### src/rtprs_pkg.sv
// Shared types and constants for the RTP receive statistics unit.
package rtprs_pkg;

   typedef enum logic [6:0] {
      ST_IDLE    = 7'b0000001,
      ST_MUL_HI  = 7'b0000010,
      ST_MUL_LO  = 7'b0000100,
      ST_JITTER  = 7'b0001000,
      ST_REPORT  = 7'b0010000,
      ST_DIVIDE  = 7'b0100000,
      ST_DELIVER = 7'b1000000
   } seq_state_type;

   localparam logic [1:0] ACT_PACKET = 2'd0;
   localparam logic [1:0] ACT_SENDER = 2'd1;
   localparam logic [1:0] ACT_REPORT = 2'd2;

   localparam logic [19:0] CLOCK_RATE_RESET = 20'd90000;
   localparam logic [23:0] LOST_MAX = 24'hFFFFFF;
   localparam logic [7:0]  FRACTION_MAX = 8'd255;

   typedef struct packed {
      logic busy;
      logic done;
   } div_status_type;

endpackage

### src/rtprs_div.sv
// Restoring divider giving an 8-bit fraction, one quotient bit per cycle.
module rtprs_div
   import rtprs_pkg::*;
(
   input  logic           clock,
   input  logic           reset,
   input  logic           start,
   input  logic [32:0]    dividend,
   input  logic [32:0]    divisor,
   output logic [7:0]     quotient,
   output div_status_type status
);

   logic        busy_ff, busy_in;
   logic        done_ff, done_in;
   logic [2:0]  cnt_ff, cnt_in;
   logic [33:0] rem_ff, rem_in;
   logic [32:0] dvs_ff, dvs_in;
   logic [7:0]  quo_ff, quo_in;
   logic [33:0] shifted;

   always_comb begin
      busy_in = busy_ff;
      done_in = 1'b0;
      cnt_in  = cnt_ff;
      rem_in  = rem_ff;
      dvs_in  = dvs_ff;
      quo_in  = quo_ff;
      shifted = {rem_ff[32:0], 1'b0};
      if (start) begin
         busy_in = 1'b1;
         cnt_in  = 3'd0;
         rem_in  = {1'b0, dividend};
         dvs_in  = divisor;
         quo_in  = 8'd0;
      end else if (busy_ff) begin
         // subtract when the doubled remainder reaches the divisor
         if (shifted >= {1'b0, dvs_ff}) begin
            rem_in = shifted - {1'b0, dvs_ff};
            quo_in = {quo_ff[6:0], 1'b1};
         end else begin
            rem_in = shifted;
            quo_in = {quo_ff[6:0], 1'b0};
         end
         cnt_in = cnt_ff + 3'd1;
         if (cnt_ff == 3'd7) begin
            busy_in = 1'b0;
            done_in = 1'b1;
         end
      end
   end

   always_ff @(posedge clock) begin
      if (reset) begin
         busy_ff <= 1'b0;
         done_ff <= 1'b0;
         cnt_ff  <= 3'd0;
      end else begin
         busy_ff <= busy_in;
         done_ff <= done_in;
         cnt_ff  <= cnt_in;
      end
      rem_ff <= rem_in;
      dvs_ff <= dvs_in;
      quo_ff <= quo_in;
   end

   assign quotient    = quo_ff;
   assign status.busy = busy_ff;
   assign status.done = done_ff;

endmodule

### src/rtp_receive_statistics_unit.sv
// RTP receive statistics for one remote stream, producing RTCP report blocks.
//
// A packet beat makes two passes through the shared 32x20 multiplier that turns
// NTP arrival time into RTP ticks, then updates transit and jitter; a sender
// report beat is handled in the idle state; a report beat computes the block and,
// when the loss fraction needs it, waits for the bit-serial divider. The block
// takes no new beat while it works on one, but it accepts the next beat while
// a finished report still waits at the output register. Beats with an
// unused action code are dropped. clock_rate may only be written while idle.
module rtp_receive_statistics_unit
   import rtprs_pkg::*;
(
   input  logic        clock,
   input  logic        reset,
   input  logic        csr_write_en,
   input  logic [19:0] csr_write_data,
   input  logic        req_valid,
   output logic        req_stall,
   input  logic [1:0]  req_action,
   input  logic [31:0] req_ssrc,
   input  logic [15:0] req_seq,
   input  logic [31:0] req_rtp_ts,
   input  logic [63:0] req_ntp_time,
   output logic        rsp_valid,
   input  logic        rsp_stall,
   output logic        rsp_block_valid,
   output logic [31:0] rsp_reported_ssrc,
   output logic [7:0]  rsp_fraction_lost,
   output logic [23:0] rsp_cumulative_lost,
   output logic [31:0] rsp_ext_highest_seq,
   output logic [31:0] rsp_jitter_ticks,
   output logic [31:0] rsp_lsr,
   output logic [31:0] rsp_dlsr
);

   seq_state_type state_ff, state_in;

   logic [19:0] clock_rate_ff, clock_rate_in;
   logic        active_ff, active_in;
   logic [31:0] ssrc_ff, ssrc_in;
   logic [15:0] base_ff, base_in;
   logic [15:0] max_ff, max_in;
   logic [15:0] wrap_ff, wrap_in;
   logic [31:0] received_ff, received_in;
   logic [31:0] exp_prior_ff, exp_prior_in;
   logic [31:0] rec_prior_ff, rec_prior_in;
   logic [31:0] last_transit_ff, last_transit_in;
   logic [35:0] jitter_ff, jitter_in;
   logic [63:0] last_sr_ff, last_sr_in;
   logic        sr_seen_ff, sr_seen_in;

   // working registers of one beat
   logic [31:0] rtp_ts_ff, rtp_ts_in;
   logic [63:0] ntp_ff, ntp_in;
   logic [31:0] acc_ff, acc_in;
   logic [31:0] mag_ff, mag_in;
   logic [31:0] expected_ff, expected_in;
   logic        blk_ff, blk_in;
   logic [7:0]  fraction_ff, fraction_in;
   logic [23:0] lost_ff, lost_in;
   logic [31:0] lsr_ff, lsr_in;
   logic [31:0] dlsr_ff, dlsr_in;

   logic        rsp_valid_ff, rsp_valid_in;
   logic        o_blk_ff, o_blk_in;
   logic [31:0] o_ssrc_ff, o_ssrc_in;
   logic [7:0]  o_frac_ff, o_frac_in;
   logic [23:0] o_lost_ff, o_lost_in;
   logic [31:0] o_ext_ff, o_ext_in;
   logic [31:0] o_jit_ff, o_jit_in;
   logic [31:0] o_lsr_ff, o_lsr_in;
   logic [31:0] o_dlsr_ff, o_dlsr_in;

   logic        accept;
   logic [31:0] mul_a;
   logic [51:0] product;
   logic [15:0] d_max, d_base;
   logic [31:0] transit, dd;
   logic [36:0] jit_round;
   logic [32:0] lost_w, exp_int;
   logic [31:0] rec_int;
   logic [33:0] lost_int;
   logic [63:0] since_sr;
   logic        div_start;
   logic [32:0] div_dividend, div_divisor;
   logic [7:0]  quotient;
   div_status_type div_status;

   assign accept    = req_valid && !req_stall;
   assign req_stall = (state_ff != ST_IDLE);

   // shared multiplier: high then low word of the NTP time
   assign mul_a   = (state_ff == ST_MUL_HI) ? ntp_ff[63:32] : ntp_ff[31:0];
   assign product = {20'd0, mul_a} * {32'd0, clock_rate_ff};

   assign d_max  = req_seq - max_ff;
   assign d_base = req_seq - base_ff;

   assign transit   = acc_ff + {12'd0, product[51:32]} - rtp_ts_ff;
   assign dd        = transit - last_transit_ff;
   // keep the rounding carry out of the top jitter bit
   assign jit_round = {1'b0, jitter_ff} + 37'd8;
   assign lost_w    = {1'b0, expected_ff} - {1'b0, received_ff};
   assign exp_int   = {1'b0, expected_ff} - {1'b0, exp_prior_ff};
   assign rec_int   = received_ff - rec_prior_ff;
   assign lost_int  = {exp_int[32], exp_int} - {2'b00, rec_int};
   assign since_sr  = ntp_ff - last_sr_ff;

   assign div_dividend = lost_int[32:0];
   assign div_divisor  = exp_int;

   rtprs_div u_div (
      .clock    (clock),
      .reset    (reset),
      .start    (div_start),
      .dividend (div_dividend),
      .divisor  (div_divisor),
      .quotient (quotient),
      .status   (div_status)
   );

   always_comb begin
      state_in        = state_ff;
      clock_rate_in   = csr_write_en ? csr_write_data : clock_rate_ff;
      active_in       = active_ff;
      ssrc_in         = ssrc_ff;
      base_in         = base_ff;
      max_in          = max_ff;
      wrap_in         = wrap_ff;
      received_in     = received_ff;
      exp_prior_in    = exp_prior_ff;
      rec_prior_in    = rec_prior_ff;
      last_transit_in = last_transit_ff;
      jitter_in       = jitter_ff;
      last_sr_in      = last_sr_ff;
      sr_seen_in      = sr_seen_ff;
      rtp_ts_in       = rtp_ts_ff;
      ntp_in          = ntp_ff;
      acc_in          = acc_ff;
      mag_in          = mag_ff;
      expected_in     = expected_ff;
      blk_in          = blk_ff;
      fraction_in     = fraction_ff;
      lost_in         = lost_ff;
      lsr_in          = lsr_ff;
      dlsr_in         = dlsr_ff;
      div_start       = 1'b0;
      rsp_valid_in    = rsp_valid_ff && rsp_stall;
      o_blk_in        = o_blk_ff;
      o_ssrc_in       = o_ssrc_ff;
      o_frac_in       = o_frac_ff;
      o_lost_in       = o_lost_ff;
      o_ext_in        = o_ext_ff;
      o_jit_in        = o_jit_ff;
      o_lsr_in        = o_lsr_ff;
      o_dlsr_in       = o_dlsr_ff;

      unique case (state_ff)
         ST_IDLE: begin
            if (accept) begin
               rtp_ts_in = req_rtp_ts;
               ntp_in    = req_ntp_time;
               case (req_action)
                  ACT_PACKET: begin
                     if (!active_ff) begin
                        active_in   = 1'b1;
                        ssrc_in     = req_ssrc;
                        base_in     = req_seq;
                        max_in      = req_seq;
                        wrap_in     = 16'd0;
                        received_in = received_ff + 32'd1;
                        state_in    = ST_MUL_HI;
                     end else if (req_ssrc == ssrc_ff) begin
                        if (d_max != 16'd0 && !d_max[15]) begin
                           if (req_seq < max_ff) begin
                              wrap_in = wrap_ff + 16'd1;
                           end
                           max_in = req_seq;
                        end else if (d_base[15]) begin
                           base_in = req_seq;
                        end
                        received_in = received_ff + 32'd1;
                        state_in    = ST_MUL_HI;
                     end
                  end
                  ACT_SENDER: begin
                     if (active_ff && req_ssrc == ssrc_ff) begin
                        last_sr_in = req_ntp_time;
                        sr_seen_in = 1'b1;
                     end
                  end
                  ACT_REPORT: begin
                     blk_in      = active_ff;
                     expected_in = {wrap_ff, max_ff} - {16'd0, base_ff} + 32'd1;
                     state_in    = active_ff ? ST_REPORT : ST_DELIVER;
                  end
                  default: begin
                  end
               endcase
            end
         end
         ST_MUL_HI: begin
            acc_in   = product[31:0];
            state_in = ST_MUL_LO;
         end
         ST_MUL_LO: begin
            mag_in          = dd[31] ? (~dd + 32'd1) : dd;
            last_transit_in = transit;
            state_in        = ST_JITTER;
         end
         ST_JITTER: begin
            jitter_in = jitter_ff + {4'd0, mag_ff} - {3'd0, jit_round[36:4]};
            state_in  = ST_IDLE;
         end
         ST_REPORT: begin
            if (lost_w[32]) begin
               lost_in = 24'd0;
            end else if (lost_w[31:24] != 8'd0) begin
               lost_in = LOST_MAX;
            end else begin
               lost_in = lost_w[23:0];
            end
            lsr_in       = sr_seen_ff ? last_sr_ff[47:16] : 32'd0;
            dlsr_in      = sr_seen_ff ? since_sr[47:16] : 32'd0;
            exp_prior_in = expected_ff;
            rec_prior_in = received_ff;
            fraction_in  = 8'd0;
            state_in     = ST_DELIVER;
            if (!exp_int[32] && exp_int != 33'd0 && !lost_int[33] && lost_int != 34'd0) begin
               if (lost_int[32:0] >= exp_int) begin
                  fraction_in = FRACTION_MAX;
               end else begin
                  div_start = 1'b1;
                  state_in  = ST_DIVIDE;
               end
            end
         end
         ST_DIVIDE: begin
            if (div_status.done) begin
               fraction_in = quotient;
               state_in    = ST_DELIVER;
            end
         end
         ST_DELIVER: begin
            // hold until the output register is free
            if (!rsp_valid_ff || !rsp_stall) begin
               rsp_valid_in = 1'b1;
               o_blk_in     = blk_ff;
               o_ssrc_in    = blk_ff ? ssrc_ff : 32'd0;
               o_frac_in    = blk_ff ? fraction_ff : 8'd0;
               o_lost_in    = blk_ff ? lost_ff : 24'd0;
               o_ext_in     = blk_ff ? {wrap_ff, max_ff} : 32'd0;
               o_jit_in     = blk_ff ? jitter_ff[35:4] : 32'd0;
               o_lsr_in     = blk_ff ? lsr_ff : 32'd0;
               o_dlsr_in    = blk_ff ? dlsr_ff : 32'd0;
               state_in     = ST_IDLE;
            end
         end
         default: begin
            state_in = ST_IDLE;
         end
      endcase
   end

   always_ff @(posedge clock) begin
      if (reset) begin
         state_ff        <= ST_IDLE;
         clock_rate_ff   <= CLOCK_RATE_RESET;
         active_ff       <= 1'b0;
         ssrc_ff         <= 32'd0;
         base_ff         <= 16'd0;
         max_ff          <= 16'd0;
         wrap_ff         <= 16'd0;
         received_ff     <= 32'd0;
         exp_prior_ff    <= 32'd0;
         rec_prior_ff    <= 32'd0;
         last_transit_ff <= 32'd0;
         jitter_ff       <= 36'd0;
         last_sr_ff      <= 64'd0;
         sr_seen_ff      <= 1'b0;
         rsp_valid_ff    <= 1'b0;
      end else begin
         state_ff        <= state_in;
         clock_rate_ff   <= clock_rate_in;
         active_ff       <= active_in;
         ssrc_ff         <= ssrc_in;
         base_ff         <= base_in;
         max_ff          <= max_in;
         wrap_ff         <= wrap_in;
         received_ff     <= received_in;
         exp_prior_ff    <= exp_prior_in;
         rec_prior_ff    <= rec_prior_in;
         last_transit_ff <= last_transit_in;
         jitter_ff       <= jitter_in;
         last_sr_ff      <= last_sr_in;
         sr_seen_ff      <= sr_seen_in;
         rsp_valid_ff    <= rsp_valid_in;
      end
      rtp_ts_ff   <= rtp_ts_in;
      ntp_ff      <= ntp_in;
      acc_ff      <= acc_in;
      mag_ff      <= mag_in;
      expected_ff <= expected_in;
      blk_ff      <= blk_in;
      fraction_ff <= fraction_in;
      lost_ff     <= lost_in;
      lsr_ff      <= lsr_in;
      dlsr_ff     <= dlsr_in;
      o_blk_ff    <= o_blk_in;
      o_ssrc_ff   <= o_ssrc_in;
      o_frac_ff   <= o_frac_in;
      o_lost_ff   <= o_lost_in;
      o_ext_ff    <= o_ext_in;
      o_jit_ff    <= o_jit_in;
      o_lsr_ff    <= o_lsr_in;
      o_dlsr_ff   <= o_dlsr_in;
   end

   assign rsp_valid           = rsp_valid_ff;
   assign rsp_block_valid     = o_blk_ff;
   assign rsp_reported_ssrc   = o_ssrc_ff;
   assign rsp_fraction_lost   = o_frac_ff;
   assign rsp_cumulative_lost = o_lost_ff;
   assign rsp_ext_highest_seq = o_ext_ff;
   assign rsp_jitter_ticks    = o_jit_ff;
   assign rsp_lsr             = o_lsr_ff;
   assign rsp_dlsr            = o_dlsr_ff;

endmodule

### config.mk
export PLATFORM = sky130hd
export DESIGN_NAME = rtp_receive_statistics_unit
export DESIGN_NICKNAME = d
export VERILOG_FILES = /design/src/rtprs_pkg.sv /design/src/rtprs_div.sv /design/src/rtp_receive_statistics_unit.sv
export SDC_FILE = /design/constraint.sdc
export NUM_CORES = 2
export LEC_CHECK = 0
export ABC_AREA = 1
export BUFFER_PORTS_ARGS = -buffer_cell sky130_fd_sc_hd__buf_4
export CORE_MARGIN = 2
export CORE_UTILIZATION = 27
export CTS_CLUSTER_SIZE = 16
export DETAILED_ROUTE_END_ITERATION = 6
export MAX_ROUTING_LAYER = met4
export SYNTH_ARGS = -nofsm -noshare
export SYNTH_HDL_FRONTEND = slang
export SYNTH_SLANG_ARGS = --single-unit
### constraint.sdc
create_clock -name clock -period 11.3 [get_ports clock]
set_input_delay 1.13 -clock clock [delete_from_list [all_inputs] [get_ports clock]]
set_output_delay 1.13 -clock clock [all_outputs]
set_load 0.01 [all_outputs]
==> results.ini <==
[finish]
fillers = 30550
drive_gt1_share_pct = 17.86
nNetsFinal = 12430
area_growth_pct = 24.98

[yosys]
synth.most_common_cell = inv_1
yosysWarnings = 0
synthDistinctLibCells = 73
postSynth.asyncResetShare_pct = 0
synth_common_cells = 2145 x inv_1, 2048 x nand2_1, 885 x nor2_1
syn-num-nets = 11420
yosysTopAreaCell = edfxtp_1
synth_edf_count = 548
syn_area_per_cell_um2 = 7.856
netlist_area_um2 = 78910
ys_dominant_reg_cell = edfxtp_1
yosysSeqAreaShare_pct = 29.35
yosys.area.top_type_share_pct = 20.85
netlist_top_cells_area = edfxtp_1 21%, fa_1 15%, inv_1 10%, nand2_1 9.7%, ha_1 9.6%
ys_ff_latch = 883
syn_inst = 10040

[worst_setup_path]
cp.arrival_ns = 11.99
cp_slowest_stage_delay_ns = 0.57
rrSetupSlack_ns = -0.13
worstPathRequired_ns = 11.87
r2r_start = state_ff[3]
critical_path_class = flop to flop
start_kind = flop
crit_fanout = 6
cp_slowest_cell = fa_1
r2r_cells = 63
r2r-end = mag_ff[31]
crit_top_cell = fa_1
end_kind = flop

[die]
die_h_um = 544.6
rows = 198
die_w_um = 544.6
dieArea_um2 = 296600
initial_core_util_pct = 27.13
core_um2 = 290800
io_pins = 366

[timing]
post-route-min-period_ns = 11.43
slew_violations = 0
fin_crit_sh_pct = 101.1
timing.fmax_mhz = 87.52
hold_viol = 0
finalSetupViolCount = 18
tightest_slew_ns = 1.150
rsz0062_at_grt = true
layout_setup_ws_ns = -0.1255
slew_headroom_pct = 23.15
skew_ns = 0.07483
whs_ns = 0.4587

[run]
cap_violations = 0

[outcome]
status = complete, but fails checks
violations = negative setup slack

[routing]
drtIter0Drc = 4934
top_layer_used = met4
met3_length_mm = 14.56
wirelength_met1_mm = 117.9
vias_per_cell = 4.562
firstDrtPassIters = 6
via_count = 68660
drtAntennaViolNets = 0
drt-wirelength-per-cell_um = 17.86
drcViolationCount = 0
wirelength_mm = 268.8
route.met2.wl_mm = 127.2

[cts]
cts_tree = yes
clk_pin_slew_ns = 0.06
cts_buffer_depth = 3
cts-root-buf = clkbuf_16
cts.sinks = 883
worst_skew_pair.late_latency_ns = 0.78
cts_max_level = 3
cts_buffers = 104

[global_routing]
grt_max_degree = 98
antenna_found_initial = 5
grt_pass1_vias = 68350
grt-ovfl-total = 0
grt_pass1_wl_mm = 405.0
grt_usage_pct = 18.25

[worst_hold_path]
hold_path.startpoint = exp_prior_ff[18]
whs_path_depth = 2
whs_endpoint = exp_prior_ff[18]
hold_path.class = flop to flop

[placed_design]
hpwl_mm = 217.0
portBuffers = 365
place_congestion = 0.9544

-- final cells by class --
class                           count  area [um2]  share of cell area (%)
Sequential cell                   883       23170                   23.49
Antenna cell                        7       17.52                 0.01776
Clock buffer                      141        2873                   2.913
Multi-Input combinational cell   6739       49510                   50.20
Clock inverter                     57       589.3                  0.5976
Inverter                         2178        8220                   8.336
Tap cell                         3900        4880                   4.948
Timing Repair Buffer             1145        9363                   9.494
-- per-stage QoR --
step	setup TNS, ns	area, um2	std cells	setup slack [ns]	utilization, %
after floorplan	0	78970	10040	0.01213	-
after global placement	-19.05	91050	14740	-0.6997	31.31
after detailed placement	-20.91	91050	14740	-0.7596	31.31
after CTS	-0.5297	96190	14990	-0.09458	33.07
after global routing	-14.46	98610	15050	-0.6198	33.90
final	-0.9942	98620	15050	-0.1255	33.91
-- cells by family (layout without fill, tap and decap cells) --
| group | count (synthesis) | after routing | synth area share, % |
|---|---|---|---|
| simple gates | 3513 | 3519 | 18.36 |
| buf+inv | 2428 | 3521 | 11.73 |
| compound gates | 1627 | 1627 | 11.42 |
| fa+ha+maj | 1204 | 1204 | 24.76 |
| flops | 883 | 883 | 29.35 |
| xor+xnor | 387 | 387 | 4.353 |
| mux | 2 | 2 | 0.02537 |
| other cells | 0 | 7 | 0 |
-- sequential cells by signal, summed over array words and instances, names as in the netlist, 33 cells and up --
signal,flops
u_div.dvs_ff,33
ntp_ff,64
jitter_ff,36
last_sr_ff,48
u_div.rem_ff,33
-- what timing repair did --
action                     4_1_cts  5_1_grt
pin swaps                       97      179
hold buffers                     0        0
cloned                           8        4
gates resized for setup        280      476
setup endpoints to repair       31       31
buffers inserted                41       55
-- worst max-delay path, delay by kind of cell (launching register included) --
| family | cells | cell delay, ns |
|---|---|---|
| fa+ha+maj | 11 | 4.77 |
| compound gates | 15 | 2.16 |
| flops | 1 | 0.33 |
| simple gates | 18 | 1.73 |
| xor+xnor | 3 | 0.63 |
| buf+inv | 16 | 1.54 |
-- metal layers --
metal  global-route usage (%)  up-vias
li1                         -    33720
met1                    23.26    32680
met3                    2.154      408
met5                        -        -
met2                    30.19     1847
met4                    5.551        0
-- cell usage in the layout (no fill, tap or decap), types with 22 or more instances in the layout --
cell type	synthesis	layout
fa_1	596	571
a21o_1	35	34
a31oi_1	92	74
ha_4	0	50
or2_2	36	23
edfxtp_1	548	548
o21bai_1	29	28
xor2_2	5	22
nand3_1	239	223
clkbuf_1	207	25
xor2_1	245	224
inv_2	11	74
o21a_1	30	30
nor2_2	11	58
a21oi_2	10	61
nand2_1	2048	1971
o21ai_0	481	426
buf_4	9	1047
nor4_1	23	23
buf_12	0	37
buf_6	11	53
fa_2	0	25
inv_1	2145	2076
ha_1	608	553
o21ai_1	52	53
nor3_1	79	73
clkbuf_16	0	107
dfxtp_1	335	331
xnor2_1	136	118
nor2_4	3	30
nand4_1	86	86
nand2_2	21	76
a21oi_1	752	690
nand3b_1	29	29
clkinv_1	21	22
o211ai_1	36	36
o21ai_2	12	50
nor2_1	885	811
-- worst max-delay path by stage --
stage | slack, ns | depth (start not counted) | endpoint | start
after CTS | -0.09 | 61 | mag_ff[29] | state_ff[5]
after floorplan | 0.01 | 65 | mag_ff[28] | state_ff[3]
after global placement | -0.70 | 63 | mag_ff[29] | state_ff[0]
final | -0.13 | 63 | mag_ff[31] | state_ff[3]
after global routing | -0.62 | 68 | mag_ff[28] | state_ff[3]
after detailed placement | -0.76 | 63 | mag_ff[29] | state_ff[2]
Power is not shown: default switching activity piles up to over one toggle a cycle in this logic, so the estimate is an artifact.
